==> config.mk <==
export PLATFORM = sky130hd
export DESIGN_NAME = clut_texel_to_rgba_expander_unit
export DESIGN_NICKNAME = d
export VERILOG_FILES = /design/src/clut_pkg.sv /design/src/clut_palette_ram.sv /design/src/clut_word_seq.sv /design/src/clut_pixel_out.sv /design/src/clut_texel_to_rgba_expander_unit.sv
export SDC_FILE = /design/constraint.sdc
export NUM_CORES = 2
export LEC_CHECK = 0
export BUFFER_PORTS_ARGS = -buffer_cell sky130_fd_sc_hd__buf_2
export CORE_AREA = 2 2 920 739
export DETAILED_ROUTE_END_ITERATION = 8
export DIE_AREA = 0 0 922 741
export PLACE_DENSITY = 0.46
export REMOVE_ABC_BUFFERS = 1
export SYNTH_ARGS = -nofsm -noshare
export SYNTH_HDL_FRONTEND = slang
export SYNTH_SLANG_ARGS = --single-unit
export TNS_END_PERCENT = 100
==> constraint.sdc <==
create_clock -name clk -period 4.6 [get_ports clk]
set_input_delay 0.23 -clock clk [delete_from_list [all_inputs] [get_ports clk]]
set_output_delay 0.23 -clock clk [all_outputs]
set_load 0.05 [all_outputs]
==> src/clut_pkg.sv <==
`timescale 1ns / 1ps

package clut_pkg;

    // pixel mode register codes
    localparam logic [1:0] MODE_IDX4  = 2'd0;
    localparam logic [1:0] MODE_IDX8  = 2'd1;
    localparam logic [1:0] MODE_RGB16 = 2'd2;
    localparam logic [1:0] MODE_RGB24 = 2'd3;

    // request command codes
    localparam logic CMD_WRITE  = 1'b0;
    localparam logic CMD_DECODE = 1'b1;

    // 24-bit triplet phase codes
    localparam logic [1:0] PHASE_FIRST  = 2'd0;
    localparam logic [1:0] PHASE_SECOND = 2'd1;
    localparam logic [1:0] PHASE_THIRD  = 2'd2;

    localparam logic [7:0] ALPHA_OPAQUE = 8'hFF;
    localparam logic [7:0] ALPHA_CLEAR  = 8'h00;

    // where a pixel's color comes from
    typedef enum logic [1:0] {
        SRC_PALETTE,
        SRC_DIRECT,
        SRC_RAW
    } pix_src_t;

    // one pixel on its way from the sequencer to the output stage
    typedef struct packed {
        pix_src_t    src;
        logic [15:0] color;
        logic [7:0]  raw_r;
        logic [7:0]  raw_g;
        logic [7:0]  raw_b;
        logic        oob;
        logic        run_last;
        logic        image_done;
    } pix_meta_t;

    typedef struct packed {
        logic [7:0] r;
        logic [7:0] g;
        logic [7:0] b;
        logic [7:0] a;
    } rgba_t;

    // 5-bit fields shifted up by three, alpha opaque unless all bits clear
    function automatic rgba_t expand_color(input logic [15:0] c);
        rgba_t px;
        px.r = {c[4:0], 3'b000};
        px.g = {c[9:5], 3'b000};
        px.b = {c[14:10], 3'b000};
        px.a = (c != 16'h0000) ? ALPHA_OPAQUE : ALPHA_CLEAR;
        return px;
    endfunction

endpackage

==> src/clut_palette_ram.sv <==
`timescale 1ns / 1ps

module clut_palette_ram #(
    parameter int DEPTH = 256,
    parameter int AW    = 8
) (
    input  logic          clk,
    input  logic          wr_en,
    input  logic [AW-1:0] wr_addr,
    input  logic [15:0]   wr_data,
    input  logic          rd_en,
    input  logic [AW-1:0] rd_addr,
    output logic [15:0]   rd_data
);

    logic [15:0] mem [DEPTH];
    logic [15:0] rd_data_reg;

    // single write port
    always_ff @(posedge clk)
    begin
        if (wr_en)
        begin
            mem[wr_addr] <= wr_data;
        end
    end

    // registered read, holds while no new read is issued
    always_ff @(posedge clk)
    begin
        if (rd_en)
        begin
            rd_data_reg <= mem[rd_addr];
        end
    end

    assign rd_data = rd_data_reg;

endmodule

==> src/clut_word_seq.sv <==
`timescale 1ns / 1ps

module clut_word_seq #(
    parameter int DEPTH = 256,
    parameter int AW    = 8
) (
    input  logic                   clk,
    input  logic                   rst_n,
    input  logic [1:0]             pixel_mode,
    input  logic                   in_valid,
    output logic                   in_stall,
    input  logic                   cmd,
    input  logic [7:0]             palette_slot,
    input  logic [15:0]            palette_color,
    input  logic [15:0]            data_word,
    input  logic                   image_end,
    output logic                   ram_wr_en,
    output logic [AW-1:0]          ram_wr_addr,
    output logic [15:0]            ram_wr_data,
    output logic                   ram_rd_en,
    output logic [AW-1:0]          ram_rd_addr,
    output logic                   iss_valid,
    input  logic                   iss_ready,
    output clut_pkg::pix_meta_t    iss_meta
);

    localparam logic [8:0] DEPTH_W = 9'(DEPTH);

    // held request
    logic        item_valid_reg, item_valid_next;
    logic        item_cmd_reg;
    logic [7:0]  item_slot_reg;
    logic [15:0] item_color_reg;
    logic [15:0] item_word_reg;
    logic        item_end_reg;

    // pixel counter within a word, 24-bit triplet state
    logic [1:0]  pix_cnt_reg, pix_cnt_next;
    logic [1:0]  phase_reg, phase_next;
    logic [31:0] held_reg, held_next;

    logic [1:0]  last_cnt;
    logic        produces;
    logic        last_pix;
    logic [7:0]  idx8;
    logic        iss_fire;
    logic        item_done;
    logic        in_fire;
    logic        is_decode;

    assign is_decode = (item_cmd_reg == clut_pkg::CMD_DECODE);

    // pixels per word for the current mode
    always_comb
    begin
        produces = 1'b1;
        last_cnt = 2'd0;
        case (pixel_mode)
            clut_pkg::MODE_IDX4:  last_cnt = 2'd3;
            clut_pkg::MODE_IDX8:  last_cnt = 2'd1;
            clut_pkg::MODE_RGB16: last_cnt = 2'd0;
            clut_pkg::MODE_RGB24:
            begin
                last_cnt = 2'd1;
                produces = (phase_reg == clut_pkg::PHASE_THIRD);
            end
            default: last_cnt = 2'd0;
        endcase
    end

    assign last_pix = (pix_cnt_reg == last_cnt);

    // palette index of the current pixel
    always_comb
    begin
        if (pixel_mode == clut_pkg::MODE_IDX4)
        begin
            case (pix_cnt_reg)
                2'd0:    idx8 = {4'h0, item_word_reg[3:0]};
                2'd1:    idx8 = {4'h0, item_word_reg[7:4]};
                2'd2:    idx8 = {4'h0, item_word_reg[11:8]};
                default: idx8 = {4'h0, item_word_reg[15:12]};
            endcase
        end
        else
        begin
            idx8 = pix_cnt_reg[0] ? item_word_reg[15:8] : item_word_reg[7:0];
        end
    end

    // pixel description handed downstream
    always_comb
    begin
        iss_meta            = '0;
        iss_meta.color      = item_word_reg;
        iss_meta.run_last   = last_pix;
        iss_meta.image_done = last_pix & item_end_reg;
        iss_meta.oob        = ({1'b0, idx8} >= DEPTH_W);
        if (pix_cnt_reg[0])
        begin
            iss_meta.raw_r = held_reg[31:24];
            iss_meta.raw_g = item_word_reg[7:0];
            iss_meta.raw_b = item_word_reg[15:8];
        end
        else
        begin
            iss_meta.raw_r = held_reg[7:0];
            iss_meta.raw_g = held_reg[15:8];
            iss_meta.raw_b = held_reg[23:16];
        end
        case (pixel_mode)
            clut_pkg::MODE_IDX4:  iss_meta.src = clut_pkg::SRC_PALETTE;
            clut_pkg::MODE_IDX8:  iss_meta.src = clut_pkg::SRC_PALETTE;
            clut_pkg::MODE_RGB16: iss_meta.src = clut_pkg::SRC_DIRECT;
            default:              iss_meta.src = clut_pkg::SRC_RAW;
        endcase
    end

    // issue and request handshake
    assign iss_valid = item_valid_reg & is_decode & produces;
    assign iss_fire  = iss_valid & iss_ready;
    assign item_done = item_valid_reg &
                       (!is_decode || !produces || (iss_fire && last_pix));
    assign in_stall  = item_valid_reg & !item_done;
    assign in_fire   = in_valid & !in_stall;

    // palette port
    assign ram_wr_en   = item_valid_reg & !is_decode &
                         ({1'b0, item_slot_reg} < DEPTH_W);
    assign ram_wr_addr = item_slot_reg[AW-1:0];
    assign ram_wr_data = item_color_reg;
    assign ram_rd_en   = iss_fire & (iss_meta.src == clut_pkg::SRC_PALETTE);
    assign ram_rd_addr = idx8[AW-1:0];

    // next state
    always_comb
    begin
        item_valid_next = in_fire ? 1'b1 : (item_valid_reg & !item_done);
        pix_cnt_next    = pix_cnt_reg;
        phase_next      = phase_reg;
        held_next       = held_reg;
        if (iss_fire)
        begin
            pix_cnt_next = last_pix ? 2'd0 : pix_cnt_reg + 2'd1;
        end
        if (item_done && is_decode)
        begin
            if (pixel_mode == clut_pkg::MODE_RGB24)
            begin
                case (phase_reg)
                    clut_pkg::PHASE_SECOND:
                    begin
                        held_next  = {item_word_reg, held_reg[15:0]};
                        phase_next = clut_pkg::PHASE_THIRD;
                    end
                    clut_pkg::PHASE_THIRD:
                    begin
                        held_next  = '0;
                        phase_next = clut_pkg::PHASE_FIRST;
                    end
                    default:
                    begin
                        held_next  = {16'h0000, item_word_reg};
                        phase_next = clut_pkg::PHASE_SECOND;
                    end
                endcase
            end
            if (item_end_reg)
            begin
                held_next  = '0;
                phase_next = clut_pkg::PHASE_FIRST;
            end
        end
    end

    // control state
    always_ff @(posedge clk or negedge rst_n)
    begin
        if (!rst_n)
        begin
            item_valid_reg <= 1'b0;
            pix_cnt_reg    <= 2'd0;
            phase_reg      <= clut_pkg::PHASE_FIRST;
            held_reg       <= '0;
        end
        else
        begin
            item_valid_reg <= item_valid_next;
            pix_cnt_reg    <= pix_cnt_next;
            phase_reg      <= phase_next;
            held_reg       <= held_next;
        end
    end

    // request payload
    always_ff @(posedge clk)
    begin
        if (in_fire)
        begin
            item_cmd_reg   <= cmd;
            item_slot_reg  <= palette_slot;
            item_color_reg <= palette_color;
            item_word_reg  <= data_word;
            item_end_reg   <= image_end;
        end
    end

`ifndef SYNTHESIS
    // one palette access per cycle, write and read never overlap
    a_no_wr_rd_overlap: assert property (@(posedge clk) disable iff (!rst_n)
        !(ram_wr_en && ram_rd_en))
        else $error("palette write and read in the same cycle");

    // raw pixels only come out of a completed triplet
    a_raw_needs_triplet: assert property (@(posedge clk) disable iff (!rst_n)
        (iss_valid && pixel_mode == clut_pkg::MODE_RGB24) |->
        (phase_reg == clut_pkg::PHASE_THIRD))
        else $error("24-bit pixel issued outside third phase");

    // pixel counter stays within the word
    a_cnt_in_range: assert property (@(posedge clk) disable iff (!rst_n)
        iss_valid |-> (pix_cnt_reg <= last_cnt))
        else $error("pixel counter beyond last pixel of word");

    // a finished pixel counter wraps back to zero
    a_cnt_wraps: assert property (@(posedge clk) disable iff (!rst_n)
        (iss_fire && last_pix) |=> (pix_cnt_reg == 2'd0))
        else $error("pixel counter did not wrap");
`endif

endmodule

==> src/clut_pixel_out.sv <==
`timescale 1ns / 1ps

module clut_pixel_out (
    input  logic                clk,
    input  logic                rst_n,
    input  logic                iss_valid,
    output logic                iss_ready,
    input  clut_pkg::pix_meta_t iss_meta,
    input  logic [15:0]         ram_q,
    output logic                out_valid,
    input  logic                out_stall,
    output logic [7:0]          red,
    output logic [7:0]          green,
    output logic [7:0]          blue,
    output logic [7:0]          alpha,
    output logic                run_last,
    output logic                image_done
);

    // lookup stage, lines up with the palette read data
    logic                b_valid_reg, b_valid_next;
    clut_pkg::pix_meta_t b_meta_reg;

    // output register
    logic                out_valid_reg, out_valid_next;
    clut_pkg::rgba_t     px_reg, px_next;
    logic                run_last_reg;
    logic                image_done_reg;

    logic                out_free;
    logic                b_move;
    logic [15:0]         color;

    assign out_free  = !out_valid_reg || !out_stall;
    assign b_move    = b_valid_reg & out_free;
    assign iss_ready = !b_valid_reg || out_free;

    // color selection and expansion
    always_comb
    begin
        if (b_meta_reg.src == clut_pkg::SRC_PALETTE)
        begin
            color = b_meta_reg.oob ? 16'h0000 : ram_q;
        end
        else
        begin
            color = b_meta_reg.color;
        end
        px_next = clut_pkg::expand_color(color);
        if (b_meta_reg.src == clut_pkg::SRC_RAW)
        begin
            px_next.r = b_meta_reg.raw_r;
            px_next.g = b_meta_reg.raw_g;
            px_next.b = b_meta_reg.raw_b;
            px_next.a = clut_pkg::ALPHA_OPAQUE;
        end
    end

    assign b_valid_next   = (iss_valid && iss_ready) ? 1'b1 : (b_valid_reg & !b_move);
    assign out_valid_next = b_move ? 1'b1 : (out_valid_reg & out_stall);

    // valid flags
    always_ff @(posedge clk or negedge rst_n)
    begin
        if (!rst_n)
        begin
            b_valid_reg   <= 1'b0;
            out_valid_reg <= 1'b0;
        end
        else
        begin
            b_valid_reg   <= b_valid_next;
            out_valid_reg <= out_valid_next;
        end
    end

    // payload
    always_ff @(posedge clk)
    begin
        if (iss_valid && iss_ready)
        begin
            b_meta_reg <= iss_meta;
        end
        if (b_move)
        begin
            px_reg         <= px_next;
            run_last_reg   <= b_meta_reg.run_last;
            image_done_reg <= b_meta_reg.image_done;
        end
    end

    assign out_valid  = out_valid_reg;
    assign red        = px_reg.r;
    assign green      = px_reg.g;
    assign blue       = px_reg.b;
    assign alpha      = px_reg.a;
    assign run_last   = run_last_reg;
    assign image_done = image_done_reg;

endmodule

==> src/clut_texel_to_rgba_expander_unit.sv <==
`timescale 1ns / 1ps
// path: request register, lookup stage, output register
// throughput: one pixel per cycle while out_stall is low, set by the single
//   palette read port; a word gives 4 pixels in 4-bit mode, 2 in 8-bit, 1 in
//   16-bit, 2 per three words in 24-bit; a palette write request gives no pixel
// reset: asynchronous active low; clears valids, 24-bit phase and held bytes,
//   mode to 4-bit; palette contents are undefined until written

module clut_texel_to_rgba_expander_unit #(
    parameter int PALETTE_DEPTH = 256
) (
    input  logic        clk,
    input  logic        rst_n,
    input  logic        cfg_write,
    input  logic [1:0]  cfg_data,
    input  logic        in_valid,
    output logic        in_stall,
    input  logic        cmd,
    input  logic [7:0]  palette_slot,
    input  logic [15:0] palette_color,
    input  logic [15:0] data_word,
    input  logic        image_end,
    output logic        out_valid,
    input  logic        out_stall,
    output logic [7:0]  red,
    output logic [7:0]  green,
    output logic [7:0]  blue,
    output logic [7:0]  alpha,
    output logic        run_last,
    output logic        image_done
);

    localparam int AW = $clog2(PALETTE_DEPTH);

    logic [1:0]          pixel_mode_reg;
    logic                ram_wr_en;
    logic [AW-1:0]       ram_wr_addr;
    logic [15:0]         ram_wr_data;
    logic                ram_rd_en;
    logic [AW-1:0]       ram_rd_addr;
    logic [15:0]         ram_q;
    logic                iss_valid;
    logic                iss_ready;
    clut_pkg::pix_meta_t iss_meta;

    // mode register
    always_ff @(posedge clk or negedge rst_n)
    begin
        if (!rst_n)
        begin
            pixel_mode_reg <= clut_pkg::MODE_IDX4;
        end
        else if (cfg_write)
        begin
            pixel_mode_reg <= cfg_data;
        end
    end

    // word sequencer
    clut_word_seq #(
        .DEPTH (PALETTE_DEPTH),
        .AW    (AW)
    ) u_seq (
        .clk           (clk),
        .rst_n         (rst_n),
        .pixel_mode    (pixel_mode_reg),
        .in_valid      (in_valid),
        .in_stall      (in_stall),
        .cmd           (cmd),
        .palette_slot  (palette_slot),
        .palette_color (palette_color),
        .data_word     (data_word),
        .image_end     (image_end),
        .ram_wr_en     (ram_wr_en),
        .ram_wr_addr   (ram_wr_addr),
        .ram_wr_data   (ram_wr_data),
        .ram_rd_en     (ram_rd_en),
        .ram_rd_addr   (ram_rd_addr),
        .iss_valid     (iss_valid),
        .iss_ready     (iss_ready),
        .iss_meta      (iss_meta)
    );

    // palette memory
    clut_palette_ram #(
        .DEPTH (PALETTE_DEPTH),
        .AW    (AW)
    ) u_ram (
        .clk     (clk),
        .wr_en   (ram_wr_en),
        .wr_addr (ram_wr_addr),
        .wr_data (ram_wr_data),
        .rd_en   (ram_rd_en),
        .rd_addr (ram_rd_addr),
        .rd_data (ram_q)
    );

    // color expansion and output register
    clut_pixel_out u_out (
        .clk        (clk),
        .rst_n      (rst_n),
        .iss_valid  (iss_valid),
        .iss_ready  (iss_ready),
        .iss_meta   (iss_meta),
        .ram_q      (ram_q),
        .out_valid  (out_valid),
        .out_stall  (out_stall),
        .red        (red),
        .green      (green),
        .blue       (blue),
        .alpha      (alpha),
        .run_last   (run_last),
        .image_done (image_done)
    );

endmodule
==> flow_summary.yaml <==
sta:
  period_needed_ns: 4.57
  tns_ns: 0
  fmax_ghz: 0.219
  grt_setup_unrepaired: "yes"
  setup-violations-final: 0
  worstMarginPinSlew_ns: 1.31
  slew_headroom: 0.115
  finalHoldViolCount: 0
  skew_ns: 0.0599
  maxSlewViolCount: 0
  post-route-period-util: 0.993
logic_synthesis:
  muxShareOfSynthArea: 0.0124
  synth-xor-area-share: 0
  synth_edf_count: 4225
  synth_top_family_by_area: "simple AND/OR/NAND/NOR gates"
  ys_async_sr_fraction: 0.00961
  syn_area_um2: 168000
  netlist_instances: 12800
  yosys_warnings: 0
  yosysSeqAreaShare: 0.762
  synth_seq_cells: 4266
  synth_compound_area_frac: 0.0286
  synth_cell_type_count: 69
  synth_fa_ha_area_frac: 0.000447
  ys.flop_type: "edfxtp_1"
  synth-simple-area-share: 0.175
  syn_area_per_cell_um2: 13.1
grt:
  overflow: 0
  grtUsageTotal: 0.179
  antenna_found_initial: 48
  grt_pass1_wl_um: 873000
  grt_pass1_vias: 102000
  grt_max_degree: 173
die:
  core_um2: 674000
  die_x_um: 922
  initial_core_util: 0.249
  die_area_um2: 683000
  rows: 270
  die_h_um: 741
  ios: 85
setup_path:
  reg2regPathDepth: 16
  end_kind: "flop"
  startpoint_type: "flop"
  crit_arrival_ns: 5.37
  crit_fanout: 22
  crit_type: "flop to flop"
  crit_path_start: "u_seq.pix_cnt_reg[0]"
  r2r-start: "u_seq.pix_cnt_reg[0]"
  rrSetupSlack_ns: 0.03
  critPathRequiredTime_ns: 5.41
detailed_routing:
  avgRoutedWirePerCell_um: 27.7
  antenna_left: 0
  drcViolationCount: 0
  vias: 113000
  drt-vias-per-instance: 4.89
  drt_wl_total_um: 638000
  drt_iter0_markers: 16500
  drtPass1Iterations: 8
finish:
  fin_util: 0.299
  nets: 13700
  largest_register_ffs: 4096
  fin_cells: 23000
  nFillCells: 68000
  area_delta_synth_final_pct: 19.8
  drive_above_1_share: 0.145
run:
  drv_cap: 0
status:
  status: "finished clean"
pwr:
  power_density_nw_per_um2: 539
  vdd_ir_drop_max_mv: 0.368
  leakagePower_nw: 68.5
  total_power_mw: 108
clock_network:
  insertion_delay_ns: 1.05
  cts-root-buf: "clkbuf_16"
  h-tree-depth: 5
  cts_buffer_depth: 4
  cts_tree: "yes"
  path_clk_slew_ns: 0.07
  clock-sinks: 4266
  cts_buffers: 422
hold_path:
  hold_path_class: "input pin to flop"
  whs_path_depth: 2
  min_from: "data_word[1]"
placement:
  place_congestion: 0.876
  dp_cells: 22100
  io_buffer_count: 84
  dp_hpwl_um: 397000
-- stage by stage --
stage | worst slack [ns] | area, µm² | hold slack (ns)
2_1_floorplan | -31.92 | 164000 | -0.0656
3_3_place_gp | -0.813 | 186000 | 0.376
3_5_place_dp | -0.762 | 186000 | 0.375
4_1_cts | 0.000501 | 200000 | 0.00363
5_1_grt | -0.0109 | 201000 | 0.0322
6_report | 0.0313 | 201000 | 0.0702
-- Yosys cell counts (46+ instances only) --
| cell type | n | area [µm²] |
|---|---|---|
| edfxtp_1 | 4225 | 127000 |
| nand2_1 | 3817 | 14300 |
| nand3_1 | 2166 | 10800 |
| buf_2 | 347 | 1740 |
| nor2_1 | 302 | 1130 |
| clkbuf_1 | 293 | 1100 |
| a21oi_1 | 210 | 1050 |
| a31oi_1 | 172 | 1080 |
| and3_1 | 172 | 1080 |
| mux2i_1 | 168 | 1680 |
| nand4_1 | 166 | 1040 |
| buf_1 | 165 | 619 |
| a211oi_1 | 68 | 510 |
| o21ai_0 | 52 | 260 |
| nor4_1 | 50 | 313 |
| a311oi_1 | 48 | 420 |
| o22ai_1 | 46 | 288 |
-- routing by layer --
layer	global-route usage	up-vias	wire [µm]
li1	-	48600	-
met1	0.276	58200	295000
met2	0.258	5088	270000
met3	0.0333	683	57800
met4	0.0410	4	16000
met5	0	-	23
-- what timing repair did --
item,CTS,global route
hold endpoints to repair,157,0
resized for setup,38,47
endpoints found under the setup margin,15,15
hold buffers,77,0
gates cloned,1,7
setup buffers,5,18
pin swaps,6,19
-- area by class of cell --
type                       count  area (µm²)  share of cell area
multi-input combinational   7717       37500               0.186
inverter                      15        58.8            0.000292
sequential                  4266      128000               0.636
clock buffer                 531       11100              0.0553
clock inverter               249        2070              0.0103
timing repair buffer        1187       11100              0.0553
antenna                       82         205             0.00102
tap                         8976       11200              0.0558
-- worst max-delay path, stage by stage (launching register included) --
cell	delay, ns
dfrtp_2	0.47
buf_6	0.28
mux2_2	0.38
nand2_2	0.21
and2_4	0.33
buf_12	0.15
buf_12	0.20
buf_16	0.24
buf_16	0.20
buf_6	0.18
nand3_1	0.09
nand3_1	0.21
nand4_1	0.35
nor3_4	0.41
buf_4	0.20
o221ai_1	0.11
a211o_1	0.23
-- cells in the final DEF (no fill, tap or decap), types with 11 or more instances in the layout --
master	instances
inv_1	13
clkinvlp_4	13
edfxtp_1	4225
o22ai_1	46
nor2_1	103
a22o_1	19
nor3_2	12
mux2_2	30
nand3_1	2151
o21ai_0	50
bufinv_16	27
buf_2	84
clkbuf_1	102
dlygate4sd3_1	77
a22oi_1	23
nor2b_1	11
or4_1	11
clkinv_2	81
buf_12	156
and3_1	171
a211oi_1	65
clkinv_1	107
nand4_1	166
a311oi_1	48
nand2_1	3801
nor4_1	42
mux2i_1	166
clkbuf_16	435
dfrtp_1	40
a21o_1	11
a21oi_1	206
buf_4	850
nor2_2	190
diode_2	82
nand3_2	15
and2_1	13
o32ai_1	11
a31oi_1	170
-- cells by family (layout without fill, tap and decap cells) --
family                   Yosys count  count (layout)
buffers and inverters            843            1982
AO/OA/AOI/OAI                    740             740
other                              0              82
AND/OR/NAND/NOR                 6769            6770
flip-flops                      4266            4266
adder cells (fa/ha/maj)            6               6
multiplexers                     201             201
-- report_power, final --
group          leakage (nW)  switching [mW]  total [mW]  internal (mW)
Clock                  6.43            15.6        34.3           18.6
Combinational          23.5            21.1        30.2           9.06
Sequential             38.6           0.323        43.9           43.6
Total                  68.5            37.1         108           71.3
-- path summary, 6_finish.rpt --
kind,end
max in group asynchronous,u_seq.pix_cnt_reg[0]
max reg2reg,u_ram.rd_data[4]
min,u_seq.item_word_reg[1]
max,u_ram.rd_data[4]
min reg2reg,u_out.image_done
min in group asynchronous,u_out.out_valid
Note: power is estimated with default switching activity, not from simulation.
